`src/rtl/whole_word_occurrence_counter_top_defines.svh`:
```
// Assertion macros for the whole-word occurrence counter.
`ifndef WHOLE_WORD_OCCURRENCE_COUNTER_TOP_DEFINES_SVH
`define WHOLE_WORD_OCCURRENCE_COUNTER_TOP_DEFINES_SVH

// Checked only while out of reset.
`define WWOC_ASSERT(lbl, prop, msg) \
	lbl: assert property (@(posedge clk) disable iff (!arst_n) (prop)) else $error(msg);

// Checked at every edge, reset included.
`define WWOC_ASSERT_ALWAYS(lbl, prop, msg) \
	lbl: assert property (@(posedge clk) (prop)) else $error(msg);

`endif

```
`src/rtl/wwoc_pkg.sv`:
```
// Package: shared constants, types and helpers of the whole-word occurrence counter.
`timescale 1ns / 1ps
package wwoc_pkg;
	localparam int MAX_WORD = 16;
	localparam int LEN_W    = $clog2(MAX_WORD + 1);
	localparam int IDX_W    = $clog2(MAX_WORD);
	localparam int CNT_W    = 32;
	localparam int CFG_IDX_W = 2;
	localparam int CFG_DAT_W = 64;

	localparam logic [7:0] BYTE_NL = 8'd10;

	localparam logic [CFG_IDX_W-1:0] REG_NEEDLE_LOW  = 2'd0;
	localparam logic [CFG_IDX_W-1:0] REG_NEEDLE_HIGH = 2'd1;
	localparam logic [CFG_IDX_W-1:0] REG_NEEDLE_LEN  = 2'd2;

	typedef struct packed {
		logic [MAX_WORD-1:0][7:0] bytes;
		logic [LEN_W-1:0]         len;
	} needle_t;

	typedef struct packed {
		logic       valid;
		logic [7:0] data;
		logic       eos;
	} step_t;

	typedef struct packed {
		logic             match;
		logic [LEN_W-1:0] since_match;
	} win_status_t;

	function automatic logic is_letter(input logic [7:0] b);
		return ((b >= 8'd65) && (b <= 8'd90)) || ((b >= 8'd97) && (b <= 8'd122));
	endfunction
endpackage

```
`src/rtl/wwoc_cfg.sv`:
```
// Configuration registers: needle bytes and needle length.
`timescale 1ns / 1ps
module wwoc_cfg (
	input  logic                            clk,
	input  logic                            arst_n,
	input  logic                            cfg_valid,
	input  logic [wwoc_pkg::CFG_IDX_W-1:0]  cfg_index,
	input  logic [wwoc_pkg::CFG_DAT_W-1:0]  cfg_data,
	output wwoc_pkg::needle_t               needle
);
	import wwoc_pkg::*;

	logic [CFG_DAT_W-1:0] low_q;
	logic [CFG_DAT_W-1:0] high_q;
	logic [LEN_W-1:0]     len_q;

	always_ff @(posedge clk or negedge arst_n) begin
		if (!arst_n) begin
			low_q  <= '0;
			high_q <= '0;
			len_q  <= LEN_W'(1);
		end else if (cfg_valid) begin
			unique case (cfg_index)
				REG_NEEDLE_LOW:  low_q  <= cfg_data;
				REG_NEEDLE_HIGH: high_q <= cfg_data;
				REG_NEEDLE_LEN:  len_q  <= cfg_data[LEN_W-1:0];
				default: ;
			endcase
		end
	end

	assign needle.bytes = {high_q, low_q};
	assign needle.len   = len_q;
endmodule

```
`src/rtl/wwoc_window.sv`:
```
// Line window: recent bytes, run counters and the parallel word compare.
`timescale 1ns / 1ps
module wwoc_window (
	input  logic                  clk,
	input  logic                  arst_n,
	input  wwoc_pkg::step_t       step,
	input  wwoc_pkg::needle_t     needle,
	output wwoc_pkg::win_status_t status
);
	import wwoc_pkg::*;

	logic [MAX_WORD-1:0][7:0] recent_q;
	logic [LEN_W-1:0]         run_q;
	logic [LEN_W-1:0]         since_q;

	logic [MAX_WORD-1:0][7:0] recent_n;
	logic [LEN_W-1:0]         run_inc;
	logic [LEN_W-1:0]         since_inc;
	logic [LEN_W-1:0]         len_m1;
	logic [LEN_W-1:0]         pos;
	logic                     is_nl;
	logic                     len_ok;
	logic                     eq;
	logic                     match;

	assign is_nl     = (step.data == BYTE_NL);
	assign recent_n  = {recent_q[MAX_WORD-2:0], step.data};
	assign run_inc   = (run_q == LEN_W'(MAX_WORD)) ? run_q : run_q + LEN_W'(1);
	assign since_inc = (since_q == LEN_W'(MAX_WORD)) ? since_q : since_q + LEN_W'(1);
	assign len_ok    = (needle.len != '0) && (needle.len <= LEN_W'(MAX_WORD));
	assign len_m1    = needle.len - LEN_W'(1);

	// window slot j holds word byte len-1-j
	always_comb begin
		eq  = 1'b1;
		pos = '0;
		for (int j = 0; j < MAX_WORD; j++) begin
			pos = len_m1 - LEN_W'(j);
			if (LEN_W'(j) < needle.len) begin
				if (recent_n[j] != needle.bytes[pos[IDX_W-1:0]])
					eq = 1'b0;
			end
		end
	end

	assign match = !is_nl && len_ok && eq
		&& (run_inc >= needle.len) && (since_inc >= needle.len);

	always_ff @(posedge clk or negedge arst_n) begin
		if (!arst_n) begin
			recent_q <= '0;
			run_q    <= '0;
			since_q  <= LEN_W'(MAX_WORD);
		end else if (step.valid) begin
			if (!is_nl)
				recent_q <= recent_n;
			if (is_nl || step.eos)
				run_q <= '0;
			else
				run_q <= run_inc;
			if (step.eos)
				since_q <= LEN_W'(MAX_WORD);
			else if (match)
				since_q <= '0;
			else if (!is_nl)
				since_q <= since_inc;
		end
	end

	assign status.match       = match;
	assign status.since_match = since_q;
endmodule

```
`src/rtl/whole_word_occurrence_counter_top.sv`:
```
// Top level: whole-word occurrence counter with input and result registers.
`timescale 1ns / 1ps
// Counts leftmost, non-overlapping whole-word matches of a 1 to 16 byte word in a byte
// stream, one byte per cycle while results are taken. Each accepted byte is held in an
// input register. Once the result register can advance, the byte is compared against the
// 16-byte line window in parallel and the result register is loaded. A stalled result
// blocks the input only when both registers are full. A match is settled by the byte
// after it (a non-letter counts it) or at once on end_of_stream. The user writes the
// needle registers through the cfg port only while the block is idle; the block itself
// does not enforce it.
module whole_word_occurrence_counter_top (
	input  logic                            clk,
	input  logic                            arst_n,
	input  logic                            in_valid,
	output logic                            in_ready,
	input  logic [7:0]                      text_byte,
	input  logic                            end_of_stream,
	output logic                            out_valid,
	input  logic                            out_ready,
	output logic [wwoc_pkg::CNT_W-1:0]      occurrence_count,
	output logic                            counted_now,
	input  logic                            cfg_valid,
	output logic                            cfg_ready,
	input  logic [wwoc_pkg::CFG_IDX_W-1:0]  cfg_index,
	input  logic [wwoc_pkg::CFG_DAT_W-1:0]  cfg_data
);
	import wwoc_pkg::*;
	`include "whole_word_occurrence_counter_top_defines.svh"

	logic        valid_s1;
	logic [7:0]  byte_s1;
	logic        eos_s1;
	logic        pending_q;
	logic [CNT_W-1:0] tally_q;
	logic        counted_q;
	logic        out_valid_q;

	logic        adv;
	logic        fire;
	logic        hit_pending;
	logic        hit_eos;
	logic [1:0]  hits;
	step_t       step;
	needle_t     needle;
	win_status_t win;

	assign cfg_ready = 1'b1;

	wwoc_cfg u_cfg (
		.clk      (clk),
		.arst_n   (arst_n),
		.cfg_valid(cfg_valid),
		.cfg_index(cfg_index),
		.cfg_data (cfg_data),
		.needle   (needle)
	);

	assign adv      = !out_valid_q || out_ready;
	assign fire     = valid_s1 && adv;
	assign in_ready = !valid_s1 || adv;

	assign step.valid = fire;
	assign step.data  = byte_s1;
	assign step.eos   = eos_s1;

	wwoc_window u_window (
		.clk   (clk),
		.arst_n(arst_n),
		.step  (step),
		.needle(needle),
		.status(win)
	);

	assign hit_pending = pending_q && !is_letter(byte_s1);
	assign hit_eos     = win.match && eos_s1;
	assign hits        = {1'b0, hit_pending} + {1'b0, hit_eos};

	always_ff @(posedge clk or negedge arst_n) begin
		if (!arst_n) begin
			valid_s1 <= 1'b0;
		end else if (in_ready) begin
			valid_s1 <= in_valid;
		end
	end

	always_ff @(posedge clk) begin
		if (in_valid && in_ready) begin
			byte_s1 <= text_byte;
			eos_s1  <= end_of_stream;
		end
	end

	always_ff @(posedge clk or negedge arst_n) begin
		if (!arst_n) begin
			pending_q   <= 1'b0;
			tally_q     <= '0;
			out_valid_q <= 1'b0;
		end else begin
			if (fire) begin
				pending_q <= win.match && !eos_s1;
				tally_q   <= tally_q + CNT_W'(hits);
			end
			if (adv)
				out_valid_q <= valid_s1;
		end
	end

	always_ff @(posedge clk) begin
		if (fire)
			counted_q <= (hits != 2'd0);
	end

	assign out_valid        = out_valid_q;
	assign occurrence_count = tally_q;
	assign counted_now      = counted_q;

	`WWOC_ASSERT(a_pending_after_match, pending_q |-> (win.since_match == '0), "stale pending")
	`WWOC_ASSERT(a_eos_clears, (fire && eos_s1) |=> (!pending_q && (win.since_match == LEN_W'(MAX_WORD))), "eos left state")
	`WWOC_ASSERT(a_hit_reported, (fire && (hits != 2'd0)) |=> (out_valid && counted_now), "hit lost")
	`WWOC_ASSERT_ALWAYS(a_reset_idle, !arst_n |=> (!out_valid && !pending_q), "active in reset")
endmodule

```
`config.mk`:
```
export PLATFORM = sky130hd
export DESIGN_NAME = whole_word_occurrence_counter_top
export DESIGN_NICKNAME = d
export VERILOG_FILES = /design/src/rtl/wwoc_pkg.sv /design/src/rtl/wwoc_cfg.sv /design/src/rtl/wwoc_window.sv /design/src/rtl/whole_word_occurrence_counter_top.sv
export VERILOG_INCLUDE_DIRS = /design/src /design/src/rtl
export SDC_FILE = /design/constraint.sdc
export NUM_CORES = 1
export LEC_CHECK = 0
export BUFFER_PORTS_ARGS = -buffer_cell sky130_fd_sc_hd__buf_2
export CAP_MARGIN = 10
export CORE_MARGIN = 4
export CORE_UTILIZATION = 63
export DETAILED_ROUTE_END_ITERATION = 16
export PLACE_DENSITY = 0.82
export RECOVER_POWER = 100
export SYNTH_ARGS = -nofsm -noshare
export SYNTH_HDL_FRONTEND = slang
export SYNTH_SLANG_ARGS = --single-unit
```
`constraint.sdc`:
```
create_clock -name clk -period 11.8 [get_ports clk]
set_input_delay 1.18 -clock clk [delete_from_list [all_inputs] [get_ports clk]]
set_output_delay 1.18 -clock clk [all_outputs]
set_load 0.01 [all_outputs]
```
==> results.cfg <==
[status]
violations = capacitance limit, slew limit
status = complete, but fails checks

[hold_path]
hold_depth = 1
hp-class = reg -> reg

[synthesis]
yosysTopAreaCellShare_pct = 34.1
synth.cell_area_um2 = 21700
syn_avg_cell_area_um2 = 13.3
synth_top_area_cell = dfrtp_1
ys_ff_latch = 308
synth_flop_cell = dfrtp_1
syn_inst = 1632
ys_types = 63
synth_edf_count = 10
ys_async_sr_fraction_pct = 96.8
synthTopCellsByArea = dfrtp_1 34%, mux4_2 22%, mux2_2 15%
synth_common_cells = 296 x dfrtp_1, 294 x mux2_2, 217 x mux4_2
synth.most_common_cell = dfrtp_1
yosysSeqAreaShare_pct = 35.7
synth.net_count = 1738
synth_warnings = 0

[clock_tree]
path_clk_slew_ns = 0.07
root_buffer = clkbuf_16
cts_tree = done
clock_latency_ns = 0.54
cts_buffer_depth = 3
cts_made_buffers = 35
cts_resized = 0
cts_setup_buffers = 0
holdBufCountCts = 0
cts.htree.levels = 2
clock_sinks = 308

[die]
io_pins = 116
die_h_um = 194
die_w_um = 194
core_area_um2 = 33800
rows = 67
die_area_um2 = 37500
start_util_pct = 64.3

[cells_and_area]
antennaDiodeCount = 0
n_fill_cell = 2272
layout.area.seq_um2 = 7760
syn2layout_area_growth_pct = 9.04
fin_nets = 1804
drive_above_1_share_pct = 39.4
multi_input_area_um2 = 13300

[place]
port_buffers = 114
post-place-ws_ns = 3.52
gp_congestion = 1.03
dp_hpwl_mm = 43.9

[timing]
hold_violations = 0
worst_slack_ns = 2.19
fin_skew_ns = 0.0320
tns_ns = 0
tightest_slew_ns = 4.35
drv_slew = 541
setup_viol = 0
fin_crit_sh_pct = 81.5
max_slew_margin_pct = -190
rsz0062_at_grt = no
fin_crit_ns = 9.61
max_freq_mhz = 104

[routing]
wl_per_cell_um = 27.8
vias = 15501
viasPerCell = 7.14
finalWirelength_mm = 60.4
drt_iter0_drc = 1914
firstDrtPassIters = 6
route.detailed.drc = 0
ant_nets = 0

[power_and_ir_drop]
power.density_nw_per_um2 = 281
p_leak_nw = 9.70
seqPwrFrac_pct = 26.2
clockPowerShare_pct = 17.7
power_frac_comb_pct = 56.0
swShare_pct = 41.9
p_switching_w = 0.00279
p_int_w = 0.00386
peakVddDrop_mv = 0.177

[worst_setup_path]
crit_type = reg -> reg
critical_path_required_ns = 12.21
r2r_cells = 27
slowest_stage = ha_1
worstPathArrival_ns = 10.02
crit_path_max_incr_delay_ns = 1.67
crit_path_start_kind = flip-flop
cp_max_fo = 43
critPathMostFrequentCell = ha_1
crit_path_end_kind = flip-flop

[global_route]
grt_pass1_vias = 15152
antenna_found_initial = 0
grt_usage_pct = 31.9
grt_pass1_wl_mm = 93.6
grt_max_degree = 155
gr-total-overflow = 0

[run]
drv_cap = 8
## path summary, 6_finish.rpt
kind                       slack [ns]                   end            startpoint
min reg2reg                      0.47  occurrence_count[31]  occurrence_count[31]
max in group asynchronous        3.44        u_cfg.len_q[4]                arst_n
min                              0.47  occurrence_count[31]  occurrence_count[31]
min in group asynchronous        2.17        u_cfg.len_q[1]                arst_n
max reg2reg                      2.19  occurrence_count[30]        u_cfg.len_q[1]
max                              2.19  occurrence_count[30]        u_cfg.len_q[1]
## power by group through the flow
stage / registers [W] / logic (W) / clock network (W)
floorplan: 0.00157 / 0.00276 / 0
global placement: 0.00171 / 0.00355 / 0
detailed placement: 0.00173 / 0.00362 / 0
CTS: 0.00172 / 0.00366 / 0.00119
global route: 0.00177 / 0.00390 / 0.00124
finish: 0.00174 / 0.00372 / 0.00118
## routing by layer
layer  vias up  GRT usage, %  part of all wire [%]
met5         -             0                     0
met4         0          11.5                   4.4
met3       162          5.79                    11
met2       952          48.3                    45
met1      7966          47.1                    40
li1       6421             -                     -
## flip-flops by register name (all words and copies together), names as in the netlist, 5 cells and up
name,cells
byte_s1,8
occurrence_count,32
u_cfg.high_q,64
u_cfg.len_q,5
u_cfg.low_q,64
u_window.recent_n,120
u_window.run_q,5
u_window.since_q,5
## area by class of cell
class	instances	share of cell area [%]
Sequential cell	308	32.8
Clock buffer	44	4.06
Multi-Input combinational cell	1192	56.3
Clock inverter	19	1.18
Timing Repair Buffer	138	2.93
Tap cell	448	2.37
Inverter	23	0.364
## worst max-delay path, delay by kind of cell (launching register included)
kind | cells | cell delay [ns]
and+or+nand+nor | 12 | 3.37
adders and majority gates | 5 | 2.76
AOI/OAI and AO/OA | 3 | 1.03
buffers and inverters | 4 | 0.88
muxes | 1 | 0.60
DFF | 1 | 0.54
xor gates and xnor gates | 2 | 0.30
## cell families (layout without fill, tap and decap cells)
family / count (synthesis) / after routing / share of synthesized area, %
flops: 308 / 308 / 35.7
simple gates: 245 / 245 / 5.51
mux: 642 / 642 / 43.8
xor+xnor: 173 / 173 / 7.20
fa+ha+maj: 26 / 26 / 1.53
buf+inv: 132 / 224 / 3.06
compound gates: 105 / 105 / 3.13
other cells: 1 / 1 / 0.0173
## metrics by stage
| stage | total power [W] | hold WS [ns] | cells | utilization (%) | cell area [um2] |
|---|---|---|---|---|---|
| after global routing | 0.00691 | 0.496 | 2172 | 70.1 | 23700 |
| after global placement | 0.00526 | 0.451 | 2108 | 66.7 | 22500 |
| final | 0.00665 | 0.468 | 2172 | 70.1 | 23700 |
| after CTS | 0.00657 | 0.474 | 2171 | 70.4 | 23800 |
| after floorplan | 0.00433 | 0.457 | 1632 | - | 21700 |
| after detailed placement | 0.00536 | 0.462 | 2108 | 66.7 | 22500 |
## cell usage in the layout, fill, tap and decap left out, types with 5 or more instances in the layout
master      instances
dfrtp_1           295
mux2_2            290
mux4_2            217
mux2i_1           130
nand2_1            96
xnor2_1            82
xor2_1             81
buf_2              76
clkbuf_1           49
nor2_1             38
clkbuf_16          36
o21ai_0            32
a21oi_1            23
ha_1               23
inv_1              21
nand4_1            21
nand3_1            19
nor4_1             15
buf_4              15
nand2b_1           10
nor3_1             10
a211oi_1           10
edfxtp_1           10
xnor2_2             9
and3_1              9
a22oi_1             8
bufinv_16           6
or3_1               5
nand3b_1            5
clkinvlp_4          5
Power figures use the tool's default switching activity.
